## config.mk

```make
export PLATFORM = sky130hd
export DESIGN_NAME = cpu_effective_address_unit_flat
export DESIGN_NICKNAME = d
export VERILOG_FILES = /design/src/ceau_pkg.sv /design/src/ceau_cmd_if.sv /design/src/ceau_res_if.sv /design/src/cpu_effective_address_unit.sv /design/src/flat_wrapper.sv
export SDC_FILE = /design/constraint.sdc
export NUM_CORES = 1
export LEC_CHECK = 0
export ABC_AREA = 1
export BUFFER_PORTS_ARGS = -buffer_cell sky130_fd_sc_hd__buf_2
export CORE_ASPECT_RATIO = 1.75
export CORE_MARGIN = 4
export CORE_UTILIZATION = 39
export CTS_CLUSTER_SIZE = 16
export DETAILED_ROUTE_END_ITERATION = 7
export GPL_TIMING_DRIVEN = 0
export SETUP_SLACK_MARGIN = 0.02
export SYNTH_ARGS = -nofsm -noshare
export SYNTH_HDL_FRONTEND = slang
export SYNTH_SLANG_ARGS = --single-unit
```

## constraint.sdc

```tcl
create_clock -name clk -period 15.7 [get_ports clk]
set_clock_uncertainty 0.05 [all_clocks]
set_input_delay 3.14 -clock clk [delete_from_list [all_inputs] [get_ports clk]]
set_output_delay 3.14 -clock clk [all_outputs]
set_load 0.1 [all_outputs]
```

## src/ceau_pkg.sv

```systemverilog
// Shared types and addressing-mode codes for the CPU effective address unit.
`timescale 1ns / 1ps

package ceau_pkg;

  // Command codes: addressing modes, then the pointer data return
  localparam logic [4:0] MODE_IMP     = 5'd0;
  localparam logic [4:0] MODE_ACC     = 5'd1;
  localparam logic [4:0] MODE_INTR    = 5'd2;
  localparam logic [4:0] MODE_IMM_8   = 5'd3;
  localparam logic [4:0] MODE_IMM_M   = 5'd4;
  localparam logic [4:0] MODE_IMM_X   = 5'd5;
  localparam logic [4:0] MODE_ABS     = 5'd6;
  localparam logic [4:0] MODE_ABI     = 5'd7;
  localparam logic [4:0] MODE_ABX     = 5'd8;
  localparam logic [4:0] MODE_ABY     = 5'd9;
  localparam logic [4:0] MODE_ABIX    = 5'd10;
  localparam logic [4:0] MODE_ABL     = 5'd11;
  localparam logic [4:0] MODE_ABIL    = 5'd12;
  localparam logic [4:0] MODE_ALX     = 5'd13;
  localparam logic [4:0] MODE_DP      = 5'd14;
  localparam logic [4:0] MODE_DPX     = 5'd15;
  localparam logic [4:0] MODE_DPY     = 5'd16;
  localparam logic [4:0] MODE_DPI     = 5'd17;
  localparam logic [4:0] MODE_DPIX    = 5'd18;
  localparam logic [4:0] MODE_DPIY    = 5'd19;
  localparam logic [4:0] MODE_DPIL    = 5'd20;
  localparam logic [4:0] MODE_DPILY   = 5'd21;
  localparam logic [4:0] MODE_SR      = 5'd22;
  localparam logic [4:0] MODE_SRIY    = 5'd23;
  localparam logic [4:0] MODE_REL     = 5'd24;
  localparam logic [4:0] MODE_RELL    = 5'd25;
  localparam logic [4:0] MODE_PTR_RET = 5'd26;

  // Address command payload
  typedef struct packed {
    logic [4:0]  command;
    logic [15:0] prog_counter;
    logic [7:0]  prog_bank;
    logic [15:0] direct_page;
    logic [15:0] stack_pointer;
    logic [15:0] index_x;
    logic [15:0] index_y;
    logic        emulation;
    logic        accum_narrow;
    logic        index_narrow;
    logic [23:0] data_bytes;
  } cmd_t;

  // Address result payload
  typedef struct packed {
    logic [23:0] eff_addr;
    logic [15:0] next_counter;
    logic [15:0] pointer_address;
    logic        pointer_long;
    logic        needs_pointer;
    logic        page_cross;
    logic        done_res;
  } res_t;

endpackage

```

## src/ceau_cmd_if.sv

```systemverilog
// Valid/ready channel carrying address command transactions.
`timescale 1ns / 1ps

interface ceau_cmd_if import ceau_pkg::*; ();
  logic valid;
  logic ready;
  cmd_t data;

  modport source (output valid, output data, input ready);
  modport sink (input valid, input data, output ready);
endinterface

```

## src/ceau_res_if.sv

```systemverilog
// Valid/ready channel carrying address result transactions.
`timescale 1ns / 1ps

interface ceau_res_if import ceau_pkg::*; ();
  logic valid;
  logic ready;
  res_t data;

  modport source (output valid, output data, input ready);
  modport sink (input valid, input data, output ready);
endinterface

```

## src/cpu_effective_address_unit.sv

```systemverilog
// Top level of the CPU effective address unit: input register, address logic, result register.
`timescale 1ns / 1ps

// Computes the effective address, next program counter and page-cross flag for
// every 65C816 addressing mode. Each command transaction lands in an input
// register and its result in a result register, so a result reaches res only
// after passing through both registers; one command is taken every cycle as
// long as the result side keeps taking results; a stall on the result side
// backs up through both registers to cmd.ready. Indirect modes return a bank-0
// pointer address with needs_pointer set; the caller fetches two or three bytes
// (pointer_long) and sends them back as a pointer return command, which yields
// the final address with any pending Y post-index added. Any addressing mode
// sent in between drops the pending pointer (an indirect one replaces it);
// unused command codes leave it.

module cpu_effective_address_unit import ceau_pkg::*; (
  input  logic clk,
  input  logic rst,
  ceau_cmd_if.sink   cmd,
  ceau_res_if.source res
);

  // Direct page address with emulation-mode page wrap
  function automatic logic [15:0] dp_addr(input logic [15:0] dp, input logic [7:0] off,
                                          input logic [15:0] idx, input logic emu);
    logic [7:0] low;
    low = off + idx[7:0];
    if (emu && (dp[7:0] == 8'h00)) begin
      return {dp[15:8], low};
    end
    return dp + {8'h00, off} + idx;
  endfunction

  // Pipeline registers
  logic        a_valid;
  cmd_t        a_data;
  logic        b_valid;
  res_t        b_data;
  logic        b_load;

  // Pointer pending across transactions
  logic        pending_valid;
  logic        pending_long;
  logic [15:0] pending_offset;
  logic        pending_valid_next;
  logic        pending_long_next;
  logic [15:0] pending_offset_next;

  res_t        res_next;

  assign b_load    = a_valid && (!b_valid || res.ready);
  assign cmd.ready = !a_valid || !b_valid || res.ready;
  assign res.valid = b_valid;
  assign res.data  = b_data;

  // Address generation from the input register
  always_comb begin
    logic        mn;
    logic        xn;
    logic [15:0] x;
    logic [15:0] y;
    logic [15:0] pc;
    logic [23:0] dat;
    logic [15:0] d16;
    logic [7:0]  d8;
    logic [15:0] poff;
    logic [15:0] dp0;
    logic [23:0] ea;

    mn  = a_data.accum_narrow | a_data.emulation;
    xn  = a_data.index_narrow | a_data.emulation;
    x   = xn ? {8'h00, a_data.index_x[7:0]} : a_data.index_x;
    y   = xn ? {8'h00, a_data.index_y[7:0]} : a_data.index_y;
    pc  = a_data.prog_counter;
    dat = a_data.data_bytes;
    d16 = dat[15:0];
    d8  = dat[7:0];
    dp0 = dp_addr(a_data.direct_page, d8, 16'h0000, a_data.emulation);
    poff = 16'h0000;
    ea   = 24'h000000;

    res_next = '0;
    res_next.next_counter = pc;
    res_next.done_res     = 1'b1;

    pending_valid_next  = pending_valid;
    pending_long_next   = pending_long;
    pending_offset_next = pending_offset;

    unique case (a_data.command) inside
      MODE_IMP, MODE_ACC: begin
      end
      MODE_INTR: res_next.next_counter = pc + 16'd1;
      MODE_IMM_8: begin
        ea = {a_data.prog_bank, pc};
        res_next.next_counter = pc + 16'd1;
      end
      MODE_IMM_M: begin
        ea = {a_data.prog_bank, pc};
        res_next.next_counter = pc + (mn ? 16'd1 : 16'd2);
      end
      MODE_IMM_X: begin
        ea = {a_data.prog_bank, pc};
        res_next.next_counter = pc + (xn ? 16'd1 : 16'd2);
      end
      MODE_ABS: begin
        ea = {8'h00, d16};
        res_next.next_counter = pc + 16'd2;
      end
      MODE_ABI: begin
        res_next.needs_pointer   = 1'b1;
        res_next.pointer_address = d16;
        res_next.next_counter    = pc + 16'd2;
      end
      MODE_ABX, MODE_ABY: begin
        ea = {8'h00, d16} + {8'h00, (a_data.command == MODE_ABX) ? x : y};
        res_next.page_cross   = (d16[15:8] != ea[15:8]);
        res_next.next_counter = pc + 16'd2;
      end
      MODE_ABIX: begin
        res_next.needs_pointer   = 1'b1;
        res_next.pointer_address = d16 + x;
        res_next.next_counter    = pc + 16'd2;
      end
      MODE_ABL: begin
        ea = dat;
        res_next.next_counter = pc + 16'd3;
      end
      MODE_ABIL: begin
        res_next.needs_pointer   = 1'b1;
        res_next.pointer_long    = 1'b1;
        res_next.pointer_address = d16;
        res_next.next_counter    = pc + 16'd2;
      end
      MODE_ALX: begin
        ea = dat + {8'h00, x};
        res_next.next_counter = pc + 16'd3;
      end
      MODE_DP: begin
        ea = {8'h00, dp0};
        res_next.next_counter = pc + 16'd1;
      end
      MODE_DPX: begin
        ea = {8'h00, dp_addr(a_data.direct_page, d8, x, a_data.emulation)};
        res_next.next_counter = pc + 16'd1;
      end
      MODE_DPY: begin
        ea = {8'h00, dp_addr(a_data.direct_page, d8, y, a_data.emulation)};
        res_next.next_counter = pc + 16'd1;
      end
      MODE_DPI: begin
        res_next.needs_pointer   = 1'b1;
        res_next.pointer_address = dp0;
        res_next.next_counter    = pc + 16'd1;
      end
      MODE_DPIX: begin
        res_next.needs_pointer   = 1'b1;
        res_next.pointer_address = dp_addr(a_data.direct_page, d8, x, a_data.emulation);
        res_next.next_counter    = pc + 16'd1;
      end
      MODE_DPIY: begin
        res_next.needs_pointer   = 1'b1;
        res_next.pointer_address = dp0;
        poff                     = y;
        res_next.next_counter    = pc + 16'd1;
      end
      MODE_DPIL: begin
        res_next.needs_pointer   = 1'b1;
        res_next.pointer_long    = 1'b1;
        res_next.pointer_address = dp0;
        res_next.next_counter    = pc + 16'd1;
      end
      MODE_DPILY: begin
        res_next.needs_pointer   = 1'b1;
        res_next.pointer_long    = 1'b1;
        res_next.pointer_address = dp0;
        poff                     = y;
        res_next.next_counter    = pc + 16'd1;
      end
      MODE_SR: begin
        ea = {8'h00, a_data.stack_pointer + {8'h00, d8}};
        res_next.next_counter = pc + 16'd1;
      end
      MODE_SRIY: begin
        res_next.needs_pointer   = 1'b1;
        res_next.pointer_address = a_data.stack_pointer + {8'h00, d8};
        poff                     = y;
        res_next.next_counter    = pc + 16'd1;
      end
      MODE_REL: begin
        ea = {8'h00, pc + 16'd1 + {{8{d8[7]}}, d8}};
        res_next.next_counter = pc + 16'd1;
      end
      MODE_RELL: begin
        ea = {8'h00, pc + 16'd2 + d16};
        res_next.next_counter = pc + 16'd2;
      end
      MODE_PTR_RET: begin
        if (pending_valid) begin
          ea = (pending_long ? dat : {8'h00, d16}) + {8'h00, pending_offset};
        end else begin
          res_next.done_res = 1'b0;
        end
        pending_valid_next  = 1'b0;
        pending_long_next   = 1'b0;
        pending_offset_next = 16'h0000;
      end
      default: res_next.done_res = 1'b0;
    endcase

    // Address modes either open a pointer fetch or drop any pending one
    if (a_data.command <= MODE_RELL) begin
      if (res_next.needs_pointer) begin
        res_next.done_res   = 1'b0;
        ea                  = 24'h000000;
        pending_valid_next  = 1'b1;
        pending_long_next   = res_next.pointer_long;
        pending_offset_next = poff;
      end else begin
        pending_valid_next  = 1'b0;
        pending_long_next   = 1'b0;
        pending_offset_next = 16'h0000;
      end
    end

    res_next.eff_addr = ea;
  end

  // Input register
  always_ff @(posedge clk) begin
    if (rst) begin
      a_valid <= 1'b0;
    end else if (cmd.ready) begin
      a_valid <= cmd.valid;
    end
    if (cmd.ready && cmd.valid) begin
      a_data <= cmd.data;
    end
  end

  // Result register and pending pointer state
  always_ff @(posedge clk) begin
    if (rst) begin
      b_valid        <= 1'b0;
      pending_valid  <= 1'b0;
      pending_long   <= 1'b0;
      pending_offset <= 16'h0000;
    end else begin
      if (b_load) begin
        b_valid        <= 1'b1;
        pending_valid  <= pending_valid_next;
        pending_long   <= pending_long_next;
        pending_offset <= pending_offset_next;
      end else if (res.ready) begin
        b_valid <= 1'b0;
      end
    end
    if (b_load) begin
      b_data <= res_next;
    end
  end

  // Checks
  a_ready_stall: assert property (@(posedge clk) disable iff (rst)
    !cmd.ready |-> (a_valid && b_valid && !res.ready))
    else $error("command side stalled without a full pipeline");

  a_ptr_opens: assert property (@(posedge clk) disable iff (rst)
    (b_load && res_next.needs_pointer) |=> pending_valid)
    else $error("indirect mode did not leave a pending pointer");

  a_ptr_closes: assert property (@(posedge clk) disable iff (rst)
    (b_load && (a_data.command == MODE_PTR_RET)) |=> !pending_valid)
    else $error("pointer return left a pending pointer");

  a_ptr_not_done: assert property (@(posedge clk) disable iff (rst)
    (b_load && res_next.needs_pointer) |=> !b_data.done_res)
    else $error("pointer request marked as final address");

endmodule
```

## src/flat_wrapper.sv

```systemverilog
// flat-port wrapper written by rule: the top's interface ports become plain ports
module cpu_effective_address_unit_flat import ceau_pkg::*;
  (clk, rst, cmd_valid, cmd_data, cmd_ready, res_valid, res_data, res_ready);
  ceau_cmd_if cmd_i ();
  ceau_res_if res_i ();
  input  logic clk;
  input  logic rst;
  input wire logic [$bits(cmd_i.valid)-1:0] cmd_valid;
  input wire logic [$bits(cmd_i.data)-1:0] cmd_data;
  output wire logic [$bits(cmd_i.ready)-1:0] cmd_ready;
  output wire logic [$bits(res_i.valid)-1:0] res_valid;
  output wire logic [$bits(res_i.data)-1:0] res_data;
  input wire logic [$bits(res_i.ready)-1:0] res_ready;
  assign cmd_i.valid = cmd_valid;
  assign cmd_i.data = cmd_data;
  assign cmd_ready = cmd_i.ready;
  assign res_valid = res_i.valid;
  assign res_data = res_i.data;
  assign res_i.ready = res_ready;
  cpu_effective_address_unit u_core (.clk(clk), .rst(rst), .cmd(cmd_i), .res(res_i));
endmodule
```

# After elaboration in Yosys (flattened, before gate mapping)
# Index checks and enable logic that the tools add are counted.
[op_classes]
addsub = 17
magnitude_cmp = 1
eq_ne = 27
n_mux = 40
bitwise = 2
reduce_logical = 24
[op_table]
columns = ["operator", "n"]
rows = [
  ["24-bit one-hot mux with 12 select lines", 1],
  ["16-bit two-way mux", 14],
  ["16-bit one-hot mux with 5 select lines", 2],
  ["16-bit adder", 7],
  ["24-bit two-way mux", 4],
  ["5-bit equality test, second input constant", 11],
  ["24-bit by 16-bit adder with 24-bit output", 2],
  ["5-bit by 4-bit equality test with 1-bit output, second input constant", 8],
  ["16-bit by 2-bit adder with 16-bit output, second input constant", 2],
  ["16-bit by 8-bit adder with 16-bit output", 2],
  ["26-bit OR reduction", 1],
  ["5-bit by 3-bit equality test with 1-bit output, second input constant", 4],
  ["16-bit by 16-bit adder with 17-bit output", 1],
  ["16-bit by 1-bit adder with 16-bit output, second input constant", 1],
  ["8-bit adder", 2],
  ["1-bit two-way mux", 16],
  ["13-bit OR reduction", 1],
  ["5-bit by 2-bit equality test with 1-bit output, second input constant", 2],
  ["3-bit OR reduction", 3],
  ["9-bit OR reduction", 1],
  ["8-bit logical NOT", 1],
  ["8-bit inequality test", 1],
  ["7-bit OR reduction", 1],
  ["2-bit OR reduction", 3],
  ["12 further kinds", 20],
]
[word_totals]
reg_bits = 200
inputBits = 124
output_inout_bits = 62
wordCells = 134

# Logic depth before layout (Yosys ltp)
# Gate-level depths: netlist of the first run.
[logic_depth]
word_depth = 8
mapped_depth = 26
mapped_depth_nobuf = 26

# Worst setup path after synthesis of the first run
# OpenSTA, ideal clock, no wires.
[synth_path]
kind = "input to register"
from = "in res_ready"
to = "reg u_core.a_data[0] (netlist name) (enable)"
setup_time_ps = 601
t_arrival_ps = 8313
required_ps = 15049
slack_ps = 6737
cell_stages = 4
path_buffers = 0
path_cell_list = "inv_1 -> nand2_1 -> nor2_1 -> nor2_1"
[synth_via]
elab_chain_cells = 2
[synth_rtl]
columns = ["element", "line_no", "rtl"]
rows = [
  ["start, declared", "flat_wrapper.sv:13", "input wire logic [$bits(res_i.ready)-1:0] res_ready;"],
  ["1-bit logical OR", "cpu_effective_address_unit.sv:52", "assign cmd.ready = !a_valid || !b_valid || res.ready;"],
  ["1-bit logical AND", "cpu_effective_address_unit.sv:236", "if (cmd.ready && cmd.valid) begin"],
  ["end signal, assigned", "cpu_effective_address_unit.sv:237", "a_data <= cmd.data;"],
  ["end, declared", "cpu_effective_address_unit.sv:36", "cmd_t a_data;"],
]
# Every way passes these cells.
# A chain may end at the register's enable or synchronous reset.

# Final worst setup path of the first run
[layout_path]
from = "in res_ready"
to = "out cmd_ready"
[layout_via]
elab_chain_cells = 1
[layout_rtl]
columns = ["element", "line_no", "rtl"]
rows = [
  ["1-bit logical OR", "cpu_effective_address_unit.sv:52", ""],
  ["end, declared", "flat_wrapper.sv:10", "output wire logic [$bits(cmd_i.ready)-1:0] cmd_ready;"],
]
# Every way passes these cells.

==> results.md, run 1 <==
- Post-CTS Repair Setup Buffers: 0
- Yosys warning count: 0
- Hold Vio Cnt, Final: 0
- Row count: slightly above 100
- Critical Path Stages: 6
- Number of DRC markers in iteration 0: around 1200
- Slew @ Worst Pin: ~1.2 ns
- Post-synthesis net count: 2595
- Hold Buf Count CTS: 0
- Cell Chain, Critical Path: buf_2 > inv_1 > nand2_1 > nor2_1 > inv_1 > buf_2
- Post-synthesis cell area: ~17000 um^2
- Crit share post-route: 45.5%
- Number of synthesized flops with an enable pin: between 150 and 200
- GR Util All Layers: 30.2%
- Worst path max stage delay: ~0.30 ns
- CTS H-tree lvls: 4
- Worst-path clk slew: ~0.070 ns
- Power Dens Cells: roughly 87 nW/um^2
- Synth area leader: edfxtp_1
- PortBufs: ~180
- Syn avg cell area: 7.44 um^2
- Ant diodes: 0
- RSZ-0062 raised after global routing: no
- Synth top area share: 31.2%
- Global-route wire length before repair: 107000 um
- Post-route ant nets: 0
- Reg-to-Reg End: u_core.res.data[47]
- Status: finished, final reports clean
- Initial Util: 39.7%
- Critical path buffer and inverter count: 4
- Worst path required time: around 13 ns
- Clock Path Buffers: 2
- Largest cells by area after synthesis: edfxtp_1 (31%), nand2_1 (12%), ha_1 (9.5%)
- CTS buffer count: 17
- Reg2reg start: u_core.a_data[0]
- HPWL Detailed: roughly 62000 um
- Reg2reg setup slack: 10.64 ns
- Layout cells sized above 1: 13.1%
- Worst vdd ir: roughly 0.061 mV
- Largest net degree at the start of global routing: 61
- Vias in the first global route: approximately 17000
- Setup TNS: 0 ns
- Die H: 287 um
- DRT Pass-1 Iters: 6
- CTS tree: built
- Hold path start: u_core.pending_offset[8]
- Setup crit start kind: input port
- Final setup fails: 0
- Die width: 167 um
- CTS resizes: 0
- DRC Markers: 0
- CORE AREA: 43600 um^2
- Synth-to-Final Area Change: 13.2%
- Max-slew violations: 0
- Gpl congestion: 0.994
- CP delay by family, top: buffers and inverters
- Async SR Flop Fraction: 0%
- Clk sinks: 200
- Die outline area: approximately 48000 um^2
- Register bit count reported by yosys: 200
- Fillers: roughly 4500
- Arr. time, crit path: roughly 4.0 ns
- # IOs: 186
- Initial antenna violation count: 0
- Worst R2R Path Depth: 18
- Worst skew pair latency: about 0.48 ns
- Crit path capture type: output pin
- Critical path's slowest cell: buf_2
- Synth cell types: between 60 and 70
- Hold Path Depth: 2
- Worst Hold Path EP: u_core.pending_offset[8]
- Crit-path max FO: 3
- Ys flop type: edfxtp_1
- Final WL: approximately 74000 um
- Mapped Cells: about 2300
- Worst relative slew slack: about a fifth
- HP Class: reg2reg
- Final core utilization: 45.0%
- Clock period minus worst slack: ~7.1 ns
- Vias/cell: ~5.5
- Routed WL per cell: roughly 24 um
- Vias: 17241
- Setup CP Type: in2out
- Register area share after synthesis: ~34%
- CTS root buf: clkbuf_16
- Max-cap violation count: 0
- Static Leak: 9.03 nW
- Fin nets: approximately 2800
- FMAX: roughly 140 MHz
- Total grt overflow: 0
==> worst max-delay path by stage <==
stage	startpoint	end	slack [ns]
after global placement	res_ready	u_core.a_data[71]	4.37
final	res_ready	cmd_ready	8.55
after CTS	res_ready	cmd_ready	8.55
after floorplan	res_ready	u_core.a_data[0]	6.74
after detailed placement	res_ready	cmd_ready	8.56
after global routing	res_ready	cmd_ready	8.50
==> where the power goes <==
| group | total [mW] | internal, mW | switching (mW) | leakage [nW] |
|---|---|---|---|---|
| sequential | 0.648 | 0.619 | 0.0292 | 1.90 |
| clock | 0.465 | 0.239 | 0.226 | 0.285 |
| combinational | 0.591 | 0.167 | 0.424 | 6.85 |
==> synthesized netlist by cell type (10+ instances only) <==
cell	count
nand2_1	570
dfxtp_1	20
o21bai_1	13
xnor2_1	19
nand3_2	10
o22ai_1	17
or2_2	15
nand3_1	216
fa_1	11
o2111ai_1	11
nor3_1	25
inv_1	275
nor2_2	11
o211ai_1	16
inv_2	24
a21oi_1	182
xor2_1	71
o221ai_1	11
nor2_1	176
nand2_2	17
clkbuf_1	19
a22oi_1	15
a21o_1	10
o21ai_0	124
nand3b_1	10
nand4_1	26
ha_1	132
a31oi_1	10
edfxtp_1	180
==> cells in the final DEF, fill, tap and decap left out, drive strengths merged, types with 3 or more instances in the layout <==
cell type  instances
nand3            226
a21o              10
nand3b            10
nand4             28
a32oi              3
nand2            590
xor2              71
o2111ai           11
xnor2             19
a22oi             15
o31ai              3
a21boi             4
o211ai            16
inv              305
clkinv             7
o221ai            11
buf              202
edfxtp           180
o21ai            133
o21bai            13
nor2             194
a21oi            186
or2               17
o22ai             17
a221oi             9
fa                11
clkbuf            38
dfxtp             20
a31oi             10
nor3              29
ha               132
nor4               7
==> cells by family (layout without fill, tap and decap cells) <==
group | after synthesis | after routing | synth area share (%)
xor gates and xnor gates | 90 | 90 | 4.55
buffers and inverters | 338 | 556 | 7.56
adders and majority gates | 143 | 143 | 10.8
AOI/OAI and AO/OA | 453 | 453 | 15.3
and+or+nand+nor | 1104 | 1104 | 28.2
DFF | 200 | 200 | 33.5
==> flip-flops by register name, summed over array words and instances, names as in the netlist <==
name	count
u_core.pending_long	1
u_core.res.data	60
u_core.res.valid	1
u_core.a_data	120
u_core.pending_offset	16
u_core.a_valid	1
u_core.pending_valid	1
==> per-layer routing <==
metal  global-route usage (%)  part of all wire [%]  vias up
li1                         -                     -     8389
met1                     30.6                    35     8009
met2                     57.0                    53      628
met3                     2.92                   4.2      215
met4                     21.3                   8.4        0
met5                        0                     0        -
==> worst register-to-register path: cells and delay by family (launching register included) <==
family                     cells  cell delay, ns
xor gates and xnor gates       2            0.45
and+or+nand+nor                9            1.10
adders and majority gates      3            1.25
AOI/OAI and AO/OA              3            1.22
DFF                            1            0.63
buffers and inverters          1            0.09
==> cell type report <==
| cell class | count | area (um^2) | area share (%) |
|---|---|---|---|
| Sequential cell | 200 | 5810 | 29.6 |
| Buffer | 36 | 175 | 0.894 |
| Clock buffer | 17 | 425 | 2.17 |
| Clock inverter | 14 | 164 | 0.836 |
| Timing Repair Buffer | 187 | 981 | 5.01 |
| Tap cell | 566 | 708 | 3.61 |
| Inverter | 302 | 1140 | 5.80 |
| Multi-Input combinational cell | 1790 | 10200 | 52.1 |
==> per-stage QoR <==
step	area, um^2	total power [mW]	cells	worst slack [ns]	hold WS [ns]
2_1_floorplan	17300	1.06	2328	6.74	0.399
3_3_place_gp	18900	1.24	3078	4.37	0.407
3_5_place_dp	19000	1.24	3081	8.56	0.413
4_1_cts	19600	1.71	3112	8.55	0.427
5_1_grt	19600	1.79	3112	8.50	0.449
6_report	19600	1.70	3112	8.55	0.425
(Power assumes the default switching activity.)
==> inputs of run 2 (changes only) <==
- clock period: 15.7 -> 5.9 ns (I/O delays scaled with it)
==> run 2 against run 1 <==
Compared with the run above:
- wire length decreased by 5.7%
- utilization about the same
- count of clock-buffer cells in the layout increased by 1
- sequential share of layout area about the same
- sequential power increased to 2.7 times the previous value
- cell area about the same
- first-iteration DRC count increased by 13%
- combinational power increased to 2.6 times the previous value
- register-to-register slack got worse by 9.5 ns
- worst hold slack improved by 0.00057 ns
- largest power group unchanged
==> results.md, run 2 (synthesized netlist as in run 1, its figures left out) <==
- Status: finished, final reports clean
- CTS H-tree lvls: 4
- Clock Path Buffers: 2
- Die outline area: 47900 um^2
- Final setup fails: 0
- HP Class: reg2reg
- Gpl congestion: 1.05
- Worst relative slew slack: between 20% and 30%
- CTS buffer count: 17
- FMAX: between 200 and 250 MHz
- Worst-path clk slew: around 0.08 ns
- Area of the multi-input gates: approximately 10000 um^2
- Layout cells sized above 1: between 10% and 20%
- Max-cap violation count: 0
- Worst path required time: between 6 and 7 ns
- Max FFs per register: 120
- Design Power: 4.48 mW
- Clk sinks: 200
- CTS tree: built
- Power Dens Cells: roughly 230 nW/um^2
- Crit-path max FO: 9
- Combinational power share: 34.4%
- Reg area: slightly below 6000 um^2
- Global-route wire length before repair: ~100000 um
- RSZ-0062 raised after global routing: no
- Hold Buf Count CTS: 0
- CTS resizes: 0
- Setup CP Type: reg2reg
- Synth-to-Final Area Change: 13.2%
- Post-route ant nets: 0
- DRC Markers: 0
- Sw Share: 39.9%
- Ant diodes: 0
- Initial Util: 39.7%
- Static Leak: between 9 and 10 nW
- Hold Vio Cnt, Final: 0
- Number of DRC markers in iteration 0: roughly 1400
- Initial antenna violation count: 0
- Crit path capture type: flip-flop
- Vias: 17454
- Post-CTS Repair Setup Buffers: 0
- Die width: 167 um
- Setup crit start kind: flip-flop
- HPWL Detailed: between 50000 and 60000 um
- Sequential power share: around two fifths
- Worst skew pair latency: ~0.5 ns
- Clock power frac: between 20% and 30%
- Routed WL per cell: 22.4 um
- PortBufs: roughly 180
- Switch Pwr: 1.79 mW
- Max-slew violations: 0
- Commonest cells after routing, fill and taps aside: nand2_1 (570), inv_1 (274), nand3_1 (216), buf_2 (193), a21oi_1 (182)
- Fillers: 4529
- Final hold slack: 0.425 ns
- Crit share post-route: between 80 and 90%
- Setup TNS: 0 ns
- Slew @ Worst Pin: approximately 1.2 ns
- Power Internal: roughly 2.7 mW
- Final WL: 69800 um
- Vias in the first global route: between 15000 and 20000
- GR Util All Layers: between 20% and 30%
- Reg with most FFs: u_core.a_data
- Row count: between 100 and 150
- CORE AREA: 43600 um^2
- Total grt overflow: 0
- Arr. time, crit path: between 4 and 5 ns
- Setup Slack @ Placement: about 1.1 ns
- Largest net degree at the start of global routing: slightly above 60
- Clock period minus worst slack: 4.81 ns
- DRT Pass-1 Iters: 6
- Die H: 287 um
- Worst vdd ir: 0.152 mV
- Final setup margin: between 1 and 1.5 ns
- Fin nets: approximately 2800
- Vias/cell: 5.61
- Commonest non-fill, non-tap cell in the layout: nand2_1
- # IOs: 186
- CTS root buf: clkbuf_16
-- run 2: cell types whose count changed in the layout (fill, tap and decap cells not counted), sizes merged --
cell	change
clkinvlp	-2
clkinv	+3
clkbuf	+1
bufinv	-1
-- run 2: area by class of cell --
class	count	share of cell area, %
repair buffers	187	5.01
plain buffers	36	0.894
well taps	566	3.61
clock inverters	14	0.824
inverters	302	5.80
flip-flops and latches	200	29.6
clock buffers	18	2.19
multi-input cells	1790	52.1
-- run 2: path summary, 6_finish.rpt --
path / depth (start not counted) / start / endpoint / slack, ns
setup / recovery: 18 / u_core.a_data[0] / u_core.res.data[15] / 1.09
hold / removal: 2 / u_core.pending_offset[6] / u_core.pending_offset[6] / 0.43
setup reg to reg: 18 / u_core.a_data[0] / u_core.res.data[15] / 1.09
hold reg to reg: 2 / u_core.pending_offset[6] / u_core.pending_offset[6] / 0.43
-- run 2: layer usage --
layer / global-route usage [%] / share of wire (%) / vias up / routed length, um
met5: 0 / 0 / - / 0
met4: 19.3 / 8.0 / 0 / 5570
met3: 2.74 / 4.9 / 201 / 3430
met2: 53.6 / 52 / 689 / 36500
met1: 28.6 / 35 / 8165 / 24300
li1: - / - / 8399 / -
-- run 2: per-stage QoR --
step                      utilization, %  cell area (um^2)  cells
after detailed placement            43.6             19000   3081
after CTS                           45.0             19600   3113
final                               45.0             19600   3113
after global placement              43.4             18900   3078
after global routing                45.0             19600   3113
after floorplan                        -             17300   2328
-- run 2: critical path, cell delays in order, from the launching register on --
cell,delay (ns)
edfxtp_1,0.61
ha_1,0.39
fa_1,0.48
nand3_1,0.10
nand2_1,0.11
a31oi_1,0.18
xor2_1,0.23
inv_1,0.09
ha_1,0.35
a21oi_1,0.45
o211ai_1,0.39
nand3_1,0.22
nand3_1,0.15
nand2_1,0.10
nand2_1,0.11
xnor2_1,0.19
nand2_1,0.09
nand3_1,0.10
nand3_1,0.13
-- run 2: power by group through the flow --
stage,Sequential (mW),Clock [mW],Combinational (mW)
global route,1.73,1.29,1.68
CTS,1.72,1.24,1.52
detailed placement,1.75,0,1.51
finish,1.72,1.22,1.54
floorplan,1.94,0,0.877
global placement,1.76,0,1.49
